===== src/sv/bpc_pkg.sv =====
// bpc_pkg: shared types, constants and time helpers for the button press classifier.
// No dependencies; every other file of the block depends on this package.
package bpc_pkg;

	localparam int TIME_BITS  = 32;   // timestamp arithmetic wraps modulo 2^TIME_BITS
	localparam int TICK_W     = 32;   // width of timestamp and span fields on the ports
	localparam int LVL_W      = 5;
	localparam int TALLY_W    = 8;
	localparam int CFG_IDX_W  = 3;
	localparam int CFG_DATA_W = 32;

	localparam logic [LVL_W-1:0]   LVL_ONE   = LVL_W'(1);
	localparam logic [LVL_W-1:0]   LVL_MIN   = LVL_W'(2);
	localparam logic [TALLY_W-1:0] TALLY_MAX = '1;

	typedef logic [TIME_BITS-1:0] time_t;
	typedef logic [TICK_W-1:0]    ticks_t;

	typedef enum logic [2:0] {
		EV_NONE          = 3'd0,
		EV_SHORT         = 3'd1,
		EV_PROC_RESET    = 3'd2,
		EV_FULL_RESET    = 3'd3,
		EV_FACTORY_RESET = 3'd4
	} event_t;

	typedef enum logic [CFG_IDX_W-1:0] {
		REG_DEBOUNCE_LEVEL    = 3'd0,
		REG_CLICK_WINDOW      = 3'd1,
		REG_MID_HOLD          = 3'd2,
		REG_LONG_HOLD         = 3'd3,
		REG_RESET_CLICK_COUNT = 3'd4
	} cfg_idx_t;

	typedef struct packed {
		logic [LVL_W-1:0]   debounce_level;
		ticks_t             click_window_ticks;
		ticks_t             mid_hold_ticks;
		ticks_t             long_hold_ticks;
		logic [TALLY_W-1:0] reset_click_count;
	} cfg_t;

	localparam logic [LVL_W-1:0]   RST_DEBOUNCE_LEVEL = LVL_W'(16);
	localparam ticks_t             RST_CLICK_WINDOW   = TICK_W'(16000000);
	localparam ticks_t             RST_MID_HOLD       = TICK_W'(80000000);
	localparam ticks_t             RST_LONG_HOLD      = TICK_W'(160000000);
	localparam logic [TALLY_W-1:0] RST_RESET_CLICKS   = TALLY_W'(5);

	// Port timestamp into the internal time domain (truncate or zero-extend).
	function automatic time_t to_time(input ticks_t t);
		logic [63:0] w;
		w = 64'(t);
		return w[TIME_BITS-1:0];
	endfunction

	// True when more than span ticks have gone by since stamp (wrapped difference).
	function automatic logic span_passed(input time_t now, input time_t stamp,
	                                     input ticks_t span);
		time_t elapsed;
		elapsed = now - stamp;
		return 64'(elapsed) > 64'(span);
	endfunction

endpackage


===== src/sv/bpc_ifs.sv =====
// bpc_ifs: valid/ready channel interfaces for request, result and configuration beats.
// Depends on bpc_pkg for field widths.
interface bpc_req_if;
	logic                  valid;
	logic                  ready;
	logic                  pin_level;
	logic [bpc_pkg::TICK_W-1:0] now_ticks;
	modport source(output valid, pin_level, now_ticks, input ready);
	modport sink(input valid, pin_level, now_ticks, output ready);
endinterface

interface bpc_rsp_if;
	logic       valid;
	logic       ready;
	logic [2:0] event_res;
	logic       busy_res;
	modport source(output valid, event_res, busy_res, input ready);
	modport sink(input valid, event_res, busy_res, output ready);
endinterface

interface bpc_cfg_if;
	logic                           valid;
	logic                           ready;
	logic [bpc_pkg::CFG_IDX_W-1:0]  index;
	logic [bpc_pkg::CFG_DATA_W-1:0] data;
	modport source(output valid, index, data, input ready);
	modport sink(input valid, index, data, output ready);
endinterface


===== src/sv/bpc_cfg_regs.sv =====
// bpc_cfg_regs: configuration register file, one write beat per cycle.
// Depends on bpc_pkg (cfg_t, register index codes, reset values).
module bpc_cfg_regs (
	input  logic                           clk,
	input  logic                           arst_n,
	input  logic                           wr_en,
	input  logic [bpc_pkg::CFG_IDX_W-1:0]  wr_index,
	input  logic [bpc_pkg::CFG_DATA_W-1:0] wr_data,
	output bpc_pkg::cfg_t                  cfg
);
	import bpc_pkg::*;

	cfg_t cfg_q;

	always_ff @(posedge clk or negedge arst_n) begin
		if (!arst_n) begin
			cfg_q.debounce_level     <= RST_DEBOUNCE_LEVEL;
			cfg_q.click_window_ticks <= RST_CLICK_WINDOW;
			cfg_q.mid_hold_ticks     <= RST_MID_HOLD;
			cfg_q.long_hold_ticks    <= RST_LONG_HOLD;
			cfg_q.reset_click_count  <= RST_RESET_CLICKS;
		end else if (wr_en) begin
			unique case (cfg_idx_t'(wr_index))
				REG_DEBOUNCE_LEVEL:    cfg_q.debounce_level     <= wr_data[LVL_W-1:0];
				REG_CLICK_WINDOW:      cfg_q.click_window_ticks <= wr_data[TICK_W-1:0];
				REG_MID_HOLD:          cfg_q.mid_hold_ticks     <= wr_data[TICK_W-1:0];
				REG_LONG_HOLD:         cfg_q.long_hold_ticks    <= wr_data[TICK_W-1:0];
				REG_RESET_CLICK_COUNT: cfg_q.reset_click_count  <= wr_data[TALLY_W-1:0];
				default: ;  // unmapped index: write dropped
			endcase
		end
	end

	assign cfg = cfg_q;

endmodule


===== src/sv/bpc_step_logic.sv =====
// bpc_step_logic: debounce integrator, press/release state and event classification.
// Depends on bpc_pkg; one poll is folded into the state per enabled cycle.
module bpc_step_logic (
	input  logic                 clk,
	input  logic                 arst_n,
	input  logic                 step_en,
	input  logic                 pin_level,
	input  bpc_pkg::ticks_t      now_ticks,
	input  bpc_pkg::cfg_t        cfg,
	output bpc_pkg::event_t      event_res,
	output logic                 busy_res
);
	import bpc_pkg::*;

	logic [LVL_W-1:0]   integ_q,   integ_d;
	logic               held_q,    held_d;
	time_t              press_q,   press_d;
	time_t              rel_q,     rel_d;
	logic [TALLY_W-1:0] tally_q,   tally_d;

	logic [LVL_W-1:0] top;
	logic             pressed;
	logic             let_go;
	logic             win_passed;
	time_t            now_t;
	event_t           ev;

	assign now_t      = to_time(now_ticks);
	assign pressed    = ~pin_level;
	assign top        = (cfg.debounce_level < LVL_MIN) ? LVL_MIN : cfg.debounce_level;
	// release stamp only moves on a release, which never reaches the window check
	assign win_passed = span_passed(now_t, rel_q, cfg.click_window_ticks);

	always_comb begin
		integ_d = integ_q;
		held_d  = held_q;
		press_d = press_q;
		rel_d   = rel_q;
		tally_d = tally_q;
		let_go  = 1'b0;
		ev      = EV_NONE;

		if (pressed) begin
			if (integ_q < top) begin
				integ_d = integ_q + LVL_ONE;
				if (integ_d == top) begin
					held_d  = 1'b1;
					press_d = now_t;
					if (!win_passed) begin
						if (tally_q != TALLY_MAX)
							tally_d = tally_q + TALLY_W'(1);
					end else begin
						tally_d = TALLY_W'(1);
					end
				end
			end
		end else if (integ_q != LVL_ONE) begin
			integ_d = integ_q - LVL_ONE;
			if (integ_d == LVL_ONE && held_q) begin
				let_go = 1'b1;
				rel_d  = now_t;
			end
		end

		if (held_d && let_go) begin
			held_d = 1'b0;
			if (span_passed(now_t, press_q, cfg.long_hold_ticks))
				ev = EV_FULL_RESET;
			else if (span_passed(now_t, press_q, cfg.mid_hold_ticks))
				ev = EV_PROC_RESET;
			else
				ev = EV_SHORT;
		end else if (!held_d && win_passed) begin
			if (tally_d != '0 && tally_d == cfg.reset_click_count)
				ev = EV_FACTORY_RESET;
			tally_d = '0;
		end
	end

	always_ff @(posedge clk or negedge arst_n) begin
		if (!arst_n) begin
			integ_q <= LVL_ONE;
			held_q  <= 1'b0;
			press_q <= '0;
			rel_q   <= '0;
			tally_q <= '0;
		end else if (step_en) begin
			integ_q <= integ_d;
			held_q  <= held_d;
			press_q <= press_d;
			rel_q   <= rel_d;
			tally_q <= tally_d;
		end
	end

	assign event_res = ev;
	assign busy_res  = (integ_d != LVL_ONE && integ_d != top) || held_d || (tally_d != '0);

`ifndef SYNTHESIS
	// integrator never underflows past its floor
	a_integ_floor: assert property (@(posedge clk) disable iff (!arst_n)
		integ_q != '0)
		else $error("integrator reached zero");

	// a held button always has at least one click on the tally
	a_held_tally: assert property (@(posedge clk) disable iff (!arst_n)
		held_q |-> tally_q != '0)
		else $error("held with empty click tally");

	// hold classes only come from a press that was registered
	a_release_needs_hold: assert property (@(posedge clk) disable iff (!arst_n)
		step_en && (ev == EV_SHORT || ev == EV_PROC_RESET || ev == EV_FULL_RESET)
		|-> held_q)
		else $error("release event without a held press");
`endif

endmodule


===== src/sv/button_press_classifier_core.sv =====
// button_press_classifier_core: top level of the debounced button classifier.
// Depends on bpc_pkg, bpc_ifs, bpc_cfg_regs and bpc_step_logic.
//
// One request beat is one poll of the active-low button pin with a free-running
// timestamp; every poll produces exactly one result beat carrying an event code
// (none, short press, processor reset, full reset, factory reset) and a busy flag.
// A poll is registered at the input (_s1), folded into the debounce and click
// state as it moves on from _s1, and the outcome lands in the result register
// (_s2). One poll is taken every cycle while the result side does not stall,
// the rate being set by the state update of integrator, stamps and click
// tally. The input register keeps taking beats while a result waits to be
// taken, so a stall on the result side only reaches the request side once both
// registers are full. Configuration beats are always accepted and should be sent
// only while no poll is in flight; register indexes above the last one are ignored.
module button_press_classifier_core (
	input  logic         clk,
	input  logic         arst_n,
	bpc_req_if.sink      req,
	bpc_rsp_if.source    rsp,
	bpc_cfg_if.sink      cfg
);
	import bpc_pkg::*;

	// input register
	logic   valid_s1;
	logic   pin_s1;
	ticks_t now_s1;

	// result register
	logic   valid_s2;
	event_t event_s2;
	logic   busy_s2;

	logic   adv_s1;     // poll in _s1 moves into the result register
	event_t step_event;
	logic   step_busy;
	cfg_t   cfg_cur;

	assign adv_s1    = valid_s1 && (!valid_s2 || rsp.ready);
	assign req.ready = !valid_s1 || adv_s1;
	assign cfg.ready = 1'b1;

	bpc_cfg_regs u_cfg_regs (
		.clk      (clk),
		.arst_n   (arst_n),
		.wr_en    (cfg.valid),
		.wr_index (cfg.index),
		.wr_data  (cfg.data),
		.cfg      (cfg_cur)
	);

	bpc_step_logic u_step (
		.clk       (clk),
		.arst_n    (arst_n),
		.step_en   (adv_s1),
		.pin_level (pin_s1),
		.now_ticks (now_s1),
		.cfg       (cfg_cur),
		.event_res (step_event),
		.busy_res  (step_busy)
	);

	// input stage: valid is control, payload loads with the beat
	always_ff @(posedge clk or negedge arst_n) begin
		if (!arst_n) begin
			valid_s1 <= 1'b0;
		end else if (req.ready) begin
			valid_s1 <= req.valid;
		end
	end

	always_ff @(posedge clk) begin
		if (req.valid && req.ready) begin
			pin_s1 <= req.pin_level;
			now_s1 <= req.now_ticks;
		end
	end

	// result stage
	always_ff @(posedge clk or negedge arst_n) begin
		if (!arst_n) begin
			valid_s2 <= 1'b0;
		end else if (!valid_s2 || rsp.ready) begin
			valid_s2 <= valid_s1;
		end
	end

	always_ff @(posedge clk) begin
		if (adv_s1) begin
			event_s2 <= step_event;
			busy_s2  <= step_busy;
		end
	end

	assign rsp.valid     = valid_s2;
	assign rsp.event_res = event_s2;
	assign rsp.busy_res  = busy_s2;

`ifndef SYNTHESIS
	// both stages full and the result stalled: no new request may enter
	a_full_backpressure: assert property (@(posedge clk) disable iff (!arst_n)
		valid_s1 && valid_s2 && !rsp.ready |-> !req.ready)
		else $error("request taken while pipeline is blocked");

	// every beat leaving _s1 appears in the result register on the next edge
	a_s1_to_s2: assert property (@(posedge clk) disable iff (!arst_n)
		adv_s1 |=> valid_s2)
		else $error("advanced poll lost before the result register");

	// an empty input stage never advances a poll into the state
	a_no_phantom_step: assert property (@(posedge clk) disable iff (!arst_n)
		!valid_s1 |-> !adv_s1)
		else $error("state stepped without a poll");
`endif

endmodule

===== src/flat_wrapper.sv =====
// flat-port wrapper written by rule: the top's interface ports become plain ports
module button_press_classifier_core_flat import bpc_pkg::*;
  (clk, arst_n, req_valid, req_pin_level, req_now_ticks, req_ready, rsp_valid, rsp_event_res, rsp_busy_res, rsp_ready, cfg_valid, cfg_index, cfg_data, cfg_ready);
  bpc_req_if req_i ();
  bpc_rsp_if rsp_i ();
  bpc_cfg_if cfg_i ();
  input  logic clk;
  input  logic arst_n;
  input wire logic [$bits(req_i.valid)-1:0] req_valid;
  input wire logic [$bits(req_i.pin_level)-1:0] req_pin_level;
  input wire logic [$bits(req_i.now_ticks)-1:0] req_now_ticks;
  output wire logic [$bits(req_i.ready)-1:0] req_ready;
  output wire logic [$bits(rsp_i.valid)-1:0] rsp_valid;
  output wire logic [$bits(rsp_i.event_res)-1:0] rsp_event_res;
  output wire logic [$bits(rsp_i.busy_res)-1:0] rsp_busy_res;
  input wire logic [$bits(rsp_i.ready)-1:0] rsp_ready;
  input wire logic [$bits(cfg_i.valid)-1:0] cfg_valid;
  input wire logic [$bits(cfg_i.index)-1:0] cfg_index;
  input wire logic [$bits(cfg_i.data)-1:0] cfg_data;
  output wire logic [$bits(cfg_i.ready)-1:0] cfg_ready;
  assign req_i.valid = req_valid;
  assign req_i.pin_level = req_pin_level;
  assign req_i.now_ticks = req_now_ticks;
  assign req_ready = req_i.ready;
  assign rsp_valid = rsp_i.valid;
  assign rsp_event_res = rsp_i.event_res;
  assign rsp_busy_res = rsp_i.busy_res;
  assign rsp_i.ready = rsp_ready;
  assign cfg_i.valid = cfg_valid;
  assign cfg_i.index = cfg_index;
  assign cfg_i.data = cfg_data;
  assign cfg_ready = cfg_i.ready;
  button_press_classifier_core u_core (.clk(clk), .arst_n(arst_n), .req(req_i), .rsp(rsp_i), .cfg(cfg_i));
endmodule

===== config.mk =====
export PLATFORM = sky130hd
export DESIGN_NAME = button_press_classifier_core_flat
export DESIGN_NICKNAME = d
export VERILOG_FILES = /design/src/sv/bpc_pkg.sv /design/src/sv/bpc_ifs.sv /design/src/sv/bpc_cfg_regs.sv /design/src/sv/bpc_step_logic.sv /design/src/sv/button_press_classifier_core.sv /design/src/flat_wrapper.sv
export SDC_FILE = /design/constraint.sdc
export NUM_CORES = 1
export LEC_CHECK = 0
export BUFFER_PORTS_ARGS = -buffer_cell sky130_fd_sc_hd__clkbuf_2
export CORE_ASPECT_RATIO = 1.4
export CORE_MARGIN = 3
export CORE_UTILIZATION = 35
export CTS_BUF_LIST = sky130_fd_sc_hd__clkbuf_2
export DETAILED_ROUTE_END_ITERATION = 6
export SLEW_MARGIN = 25
export SYNTH_ARGS = -nofsm -noshare
export SYNTH_HDL_FRONTEND = slang
export SYNTH_SLANG_ARGS = --single-unit

===== constraint.sdc =====
create_clock -name clk -period 4.74 [get_ports clk]
set_input_delay 1.422 -clock clk [delete_from_list [all_inputs] [get_ports clk]]
set_output_delay 1.422 -clock clk [all_outputs]
set_load 0.05 [all_outputs]

# After elaboration in Yosys (flattened, before gate mapping)
# Cells that the tools add are included.
# word_totals
regBits	226
romBits	0
ram_bits	0
mem_count	0
latchBits	0
in_bits	73
# classes
div_mod_pow	0
add_sub_neg	5
eq_ne	11
multipliers	0
n_reduce_logical	24
n_bitwise	1
shift	0
n_lt_le_gt_ge	5
n_mux	23
# ops
op	count
greater-than comparator 32 bit	3
subtractor 32 bit	2
two-way mux 8 bit	7
two-way mux 5 bit	4
nonzero test 8 bit	2
inequality test 5 x 1 -> 1 bit (second input constant)	2
AND reduction 2 bit	5
two-way mux 3 bit	3
adder 8 x 1 -> 8 bit (second input constant)	1
== test 8 bit	1
inequality test 8 bit (second input constant)	1
AND reduction 4 bit	2
logical AND 1 bit	7
two-way mux 1 bit	7
== test 3 x 2 -> 1 bit (second input constant)	2
adder 5 x 1 -> 5 bit (second input constant)	1
== test 5 x 1 -> 1 bit (second input constant)	1
== test 5 bit	1
less-than comparator 5 x 2 -> 1 bit (second input constant)	1
less-than comparator 5 bit	1
inequality test 5 bit	1
subtractor 5 x 1 -> 5 bit (second input constant)	1
logical OR 1 bit	4
two-way mux 2 bit	2
5 further kinds	7

# Longest topological paths before layout
# logic_depth
word_depth	12
ltp_mapped	23

# By module
# From an unflattened synthesis, not the netlist that was laid out.
# hier_totals
cells_unflattened	1493
hier_area_um2	15615.0
# by_module_without_submodules
mod	seq_area_each_um2	area_each_um2	cells_per_inst	n_inst
bpc_step_logic	1953.1	9958.3	1211	1
bpc_cfg_regs	2760.1	4430.5	235	1
button_press_classifier_core	1161.1	1226.2	47	1

# Least setup slack after synthesis
# OpenSTA, ideal clock, no wires.
# synth_timing
path_type	flip-flop to flip-flop
start	register u_core.now_s1[1]
end	register u_core.event_s2[2] (netlist: u_core.rsp.event_res[2]) (data pin)
period_less_slack_ps	4633
path_stages_with_launch	20
path_slack_ps	107
n_path_buf	0
setup_ps	271
t_arrival_ps	4363
t_required_ps	4469
cell_sequence	edfxtp_1 ha_1 nor2b_1 o31a_1 o2111a_1 o211ai_1 a31oi_1 nor2_1 o311ai_1 o41ai_1 xnor2_1 ha_1 nand4_1 nor4_1 o21ai_0 a31oi_1 o211a_2 and4b_1 a211oi_1 a2111oi_2
# synth_between
elab_chain_len	11
elab_cells_between_ends	13
# synth_rtl
item	line	rtl
start: declaration	button_press_classifier_core.sv:27	ticks_t now_s1;
start signal: assignment	button_press_classifier_core.sv:75	now_s1 <= req.now_ticks;
subtractor 32 bit *	bpc_pkg.sv:60	elapsed = now - stamp;
greater-than comparator 32 bit *	bpc_pkg.sv:61	return 64'(elapsed) > 64'(span);
two-way mux 8 bit	bpc_step_logic.sv:49	if (!win_passed) begin
two-way mux 8 bit	bpc_step_logic.sv:46	if (integ_d == top) begin
two-way mux 8 bit	bpc_step_logic.sv:44	if (integ_q < top) begin
two-way mux 8 bit	bpc_step_logic.sv:43	if (pressed) begin
== test 8 bit or nonzero test 8 bit (tied branches)	bpc_step_logic.sv:74	if (tally_d != '0 && tally_d == cfg.reset_click_count)
logical AND 1 bit	bpc_step_logic.sv:74	
two-way mux 3 bit	bpc_step_logic.sv:74	
two-way mux 3 bit *	bpc_step_logic.sv:73	end else if (!held_d && win_passed) begin
two-way mux 3 bit *	bpc_step_logic.sv:65	if (held_d && let_go) begin
end signal: assignment	button_press_classifier_core.sv:90	event_s2 <= step_event;
end: declaration	button_press_classifier_core.sv:31	event_t event_s2;
# Mark *: on every way between the ends. The rest lies on a longest branch, timed or not.
# A chain may end at the register's enable or synchronous reset.

# Final worst setup path
# layout_timing
start	register u_core.now_s1[3]
end	register u_core.busy_s2 (netlist: u_core.rsp.busy_res) (data pin)
# layout_between
elab_chain_len	10
elab_cells_between_ends	11
# layout_rtl
item	line	rtl
subtractor 32 bit *	bpc_pkg.sv:60	
greater-than comparator 32 bit *	bpc_pkg.sv:61	
two-way mux 8 bit	bpc_step_logic.sv:49	
two-way mux 8 bit	bpc_step_logic.sv:46	
two-way mux 8 bit	bpc_step_logic.sv:44	
two-way mux 8 bit	bpc_step_logic.sv:43	
two-way mux 8 bit	bpc_step_logic.sv:73	
two-way mux 8 bit *	bpc_step_logic.sv:65	
nonzero test 8 bit *	bpc_step_logic.sv:97	assign busy_res = (integ_d != LVL_ONE && integ_d != top) || held_d || (tally_d != '0);
logical OR 1 bit *	bpc_step_logic.sv:97	
named net u_core.step_busy	button_press_classifier_core.sv:36	logic step_busy;
end signal: assignment	button_press_classifier_core.sv:91	busy_s2 <= step_busy;
end: declaration	button_press_classifier_core.sv:32	logic busy_s2;
# The timed path passes the listed nets; every way through them passes the cells marked *.

==> summary.md <==
| Metric | Value |
|---|---|
| Outcome | `finished with violations` |
| Failing checks | `negative setup slack` |
| Post-synth ARST share | `83.63%` |
| VDD IR-drop max | `0.1622 mV` |
| Die Wd | `180.0 um` |
| Worst hold path class | `flip-flop to flip-flop` |
| Critical path fanouts, max | `6` |
| Worst-Skew Late Latency | `approximately 0.95 ns` |
| CTS Root Cell | `clkbuf_2` |
| Placed Instance Area | `16770 um^2` |
| # DRC | `0` |
| Final period utilization | `102.7%` |
| Largest net degree at the start of global routing | `84` |
| Post-synth EDFFs | `37` |
| Flops & latches, synth | `226` |
| Slew at the pin closest to its max-slew limit | `0.8605 ns` |
| Setup crit start | `u_core.now_s1[3]$_DFFE_PP_` |
| Hold buffer count at cts | `0` |
| Via count | `roughly 12000` |
| Arrival time at the worst endpoint | `5.57 ns` |
| Reg2reg start | `u_core.now_s1[3]$_DFFE_PP_` |
| Reg2reg setup slack | `-0.13 ns` |
| H-Tree Depth | `2` |
| Area Growth Syn to Fin | `19.64%` |
| Clock Path Buffers | `3` |
| Rows | `88` |
| Layout Skew | `0.04867 ns` |
| Gpl congestion | `0.8839` |
| Via-to-Cell Ratio | `5.079` |
| Met2 wire length | `21.15 mm` |
| Synth cell types | `between 80 and 90` |
| Mapped Area | `approximately 15000 um^2` |
| Util after Layout | `42.74%` |
| PortBufs | `78` |
| Initial DRT Pass Iterations | `7` |
| Max-cap violations | `0` |
| Final worst path period need | `about 4.9 ns` |
| Final setup fails | `6` |
| Syn Area/Cell | `between 9 and 10 um^2` |
| Chip height | `249.6 um` |
| Max Clock Freq | `about 0.21 GHz` |
| Total GRT Usage | `about 18%` |
| Depth of the most critical reg-to-reg path | `20` |
| First-pass GRT wire length | `roughly 65 mm` |
| Yosys warning count | `0` |
| Cells after synthesis | `between 1500 and 2000` |
| Unrepaired setup endpoints after global routing | `yes` |
| Top sig layer | `met4` |
| Post-place setup slack | `-0.5072 ns` |
| Initial DRC Count | `between 500 and 600` |
| Clock-pin transition on the worst setup and hold timing paths | `0.13 ns` |
| Relative max-transition margin | `a little over two fifths` |
| Register area share after synthesis | `around two fifths` |
| Layout cells sized above 1 | `25.28%` |
| Die ar. | `44910 um^2` |
| Capture point of the critical path | `u_core.rsp.busy_res$_DFFE_PP_` |
| RR Endpoint | `u_core.rsp.busy_res$_DFFE_PP_` |
| Final Worst Setup Slack | `-0.1287 ns` |
| Max-slew violations | `0` |
| Vias in the first global route | `12610` |
| Final ANT Viol Nets | `0` |
| Drt wl/cell | `16.86 um` |
| CP startpoint kind | `flip-flop` |
| Initial cell density of the core | `35.73%` |
| Lkg Pwr | `8.541 nW` |
| CTS tree | `yes` |
| Top_reg_cell synth | `dfrtp_1` |
| Met3 Wirelength | `1.399 mm` |
| I/O Pins | `80` |
| Final Hold Vio Count | `0` |
| Routed WL | `around 40 mm` |
| Pwr/cell area | `624.7 nW/um^2` |
| Post-Layout Inst Area | `approximately 18000 um^2` |
| WHS | `0.5106 ns` |
| Initial antenna violation count | `1` |
| HPWL after DPL | `31.07 mm` |
| Total gr overflow | `0` |
| Metal-1 WL | `16.12 mm` |
| Setup CP Type | `flip-flop to flip-flop` |
| Layout net count | `2074` |
| CP Capture Type | `flip-flop` |
| Critical path data required time | `5.44 ns` |
| TritonCTS Buffers | `57` |
| CTS Sinks | `226` |
| Core Box Area | `41510 um^2` |
| Syn_nets | `between 1500 and 2000` |
==> stage by stage <==
stage,TNS [ns],power (mW),instances
after floorplan,0,7.119,1592
after global placement,-2.808,9.180,2299
after detailed placement,-3.653,9.346,2299
after CTS,-0.06535,11.01,2412
after global routing,-2.373,12.17,2420
final,-0.3524,11.09,2420
==> power by group <==
group	leakage [nW]	switching (mW)	total, mW	internal, mW
Combinational	5.67	3.75	6.98	3.24
Sequential	2.46	0.253	2.76	2.50
Clock	0.405	0.854	1.35	0.492
Total	8.54	4.85	11.1	6.23
==> cell usage in the layout, fill, tap and decap left out, types with 27 or more instances in the layout <==
master and count:
inv_1 178, buf_4 137, nand4_1 27, o21ai_0 168, a21o_1 45, clkbuf_2 164, mux2_2 49, dfrtp_1 162
xnor2_1 53, dfstp_2 27, ha_1 164, edfxtp_1 37, nor2_1 67, a21oi_1 69, nand2_1 180
==> metal layers <==
| layer | track usage (%) | vias up |
|---|---|---|
| li1 | - | 6092 |
| met1 | 19.71 | 5850 |
| met2 | 33.25 | 245 |
| met3 | 2.712 | 103 |
| met4 | 9.089 | 0 |
| met5 | 0 | - |
==> registers in the layout (all words and copies together), names as in the netlist <==
name and flops:
u_core.u_cfg_regs.cfg 109, u_core.now_s1 32, u_core.u_step.press_q 32, u_core.u_step.rel_q 32
u_core.u_step.tally_q 8, u_core.u_step.integ_q 5, u_core.rsp.event_res 3, u_core.pin_s1 1
u_core.rsp.busy_res 1, u_core.rsp.valid 1, u_core.u_step.held_q 1, u_core.valid_s1 1
==> cells by family (layout without fill, tap and decap cells) <==
kind of cell    Yosys count  in the layout  share of synthesized area (%)
compound gates          421            421                          17.73
mux                      53             53                          3.991
xor+xnor                 76             76                          4.632
simple gates            424            424                          13.88
flops                   226            226                          39.61
fa+ha+maj               170            170                          14.44
buf+inv                 221            508                          5.695
other cells               1              2                        0.02529
==> worst min-delay path by stage <==
stage                                               start                               endpoint  slack [ns]  cells past startpoint
floorplan                     u_core.valid_s1$_DFFE_PN0N_           u_core.rsp.valid$_DFFE_PN0P_        0.46                      1
global placement              u_core.valid_s1$_DFFE_PN0N_           u_core.rsp.valid$_DFFE_PN0P_        0.47                      1
finish              u_core.u_cfg_regs.cfg[95]$_DFFE_PN1P_  u_core.u_cfg_regs.cfg[95]$_DFFE_PN1P_        0.51                      2
global route                                       arst_n  u_core.u_cfg_regs.cfg[28]$_DFFE_PN0P_        0.50                      1
CTS                                                arst_n    u_core.u_step.rel_q[12]$_DFFE_PN0P_        0.49                      1
detailed placement  u_core.u_cfg_regs.cfg[39]$_DFFE_PN0P_  u_core.u_cfg_regs.cfg[39]$_DFFE_PN0P_        0.49                      1
==> worst max-delay path, cell delays in order, from the launching register on <==
cell	delay (ns)
edfxtp_1	0.43
ha_2	0.20
or4_4	0.53
o2111a_1	0.29
o211ai_1	0.31
a31oi_2	0.19
nor2_2	0.21
o311ai_4	0.12
o41ai_2	0.27
xnor2_1	0.16
ha_1	0.26
nand4_1	0.21
inv_1	0.08
a22oi_2	0.23
nand3_1	0.14
o211a_4	0.29
a211oi_2	0.16
nand4_1	0.19
buf_4	0.19
nor2_2	0.09
o22ai_1	0.08
==> final cells by class <==
cell class | count | area, um^2
tap | 540 | 675.6
antenna | 1 | 2.502
timing repair buffer | 221 | 1513
sequential | 226 | 5874
clock inverter | 20 | 78.83
multi-input combinational | 1145 | 8488
fill | 4052 | 23770
inverter | 180 | 675.6
clock buffer | 87 | 435.4
==> synth_stat cells (all sizes together) (6+ instances only) <==
master,count,area (um^2)
nand4,28,190.2
o21bai,13,97.59
o21ai,177,885.9
edfxtp,37,1111
inv,180,675.7
o41ai,7,68.82
and3,11,68.82
dfrtp,162,4054
a211oi,12,102.6
xnor2,58,515.5
nor2b,18,112.6
buf,7,41.29
nand3,24,120.1
xor2,17,148.9
nor2,77,289.0
mux2,49,551.8
o211ai,10,75.07
nor4,6,37.54
a21boi,7,52.55
a21oi,79,399.1
nor3,26,140.1
nand2,180,675.7
a31oi,8,50.05
o21a,19,142.6
dfstp,27,709.4
nand2b,17,106.4
a21o,45,337.8
clkbuf,34,127.6
ha,168,2102
==> timing repair <==
action	in CTS	in global routing
pin swaps	36	50
endpoints found under the setup margin	12	11
setup buffers	6	7
resized for setup	53	30
Note: power is estimated with default switching activity, not from simulation.
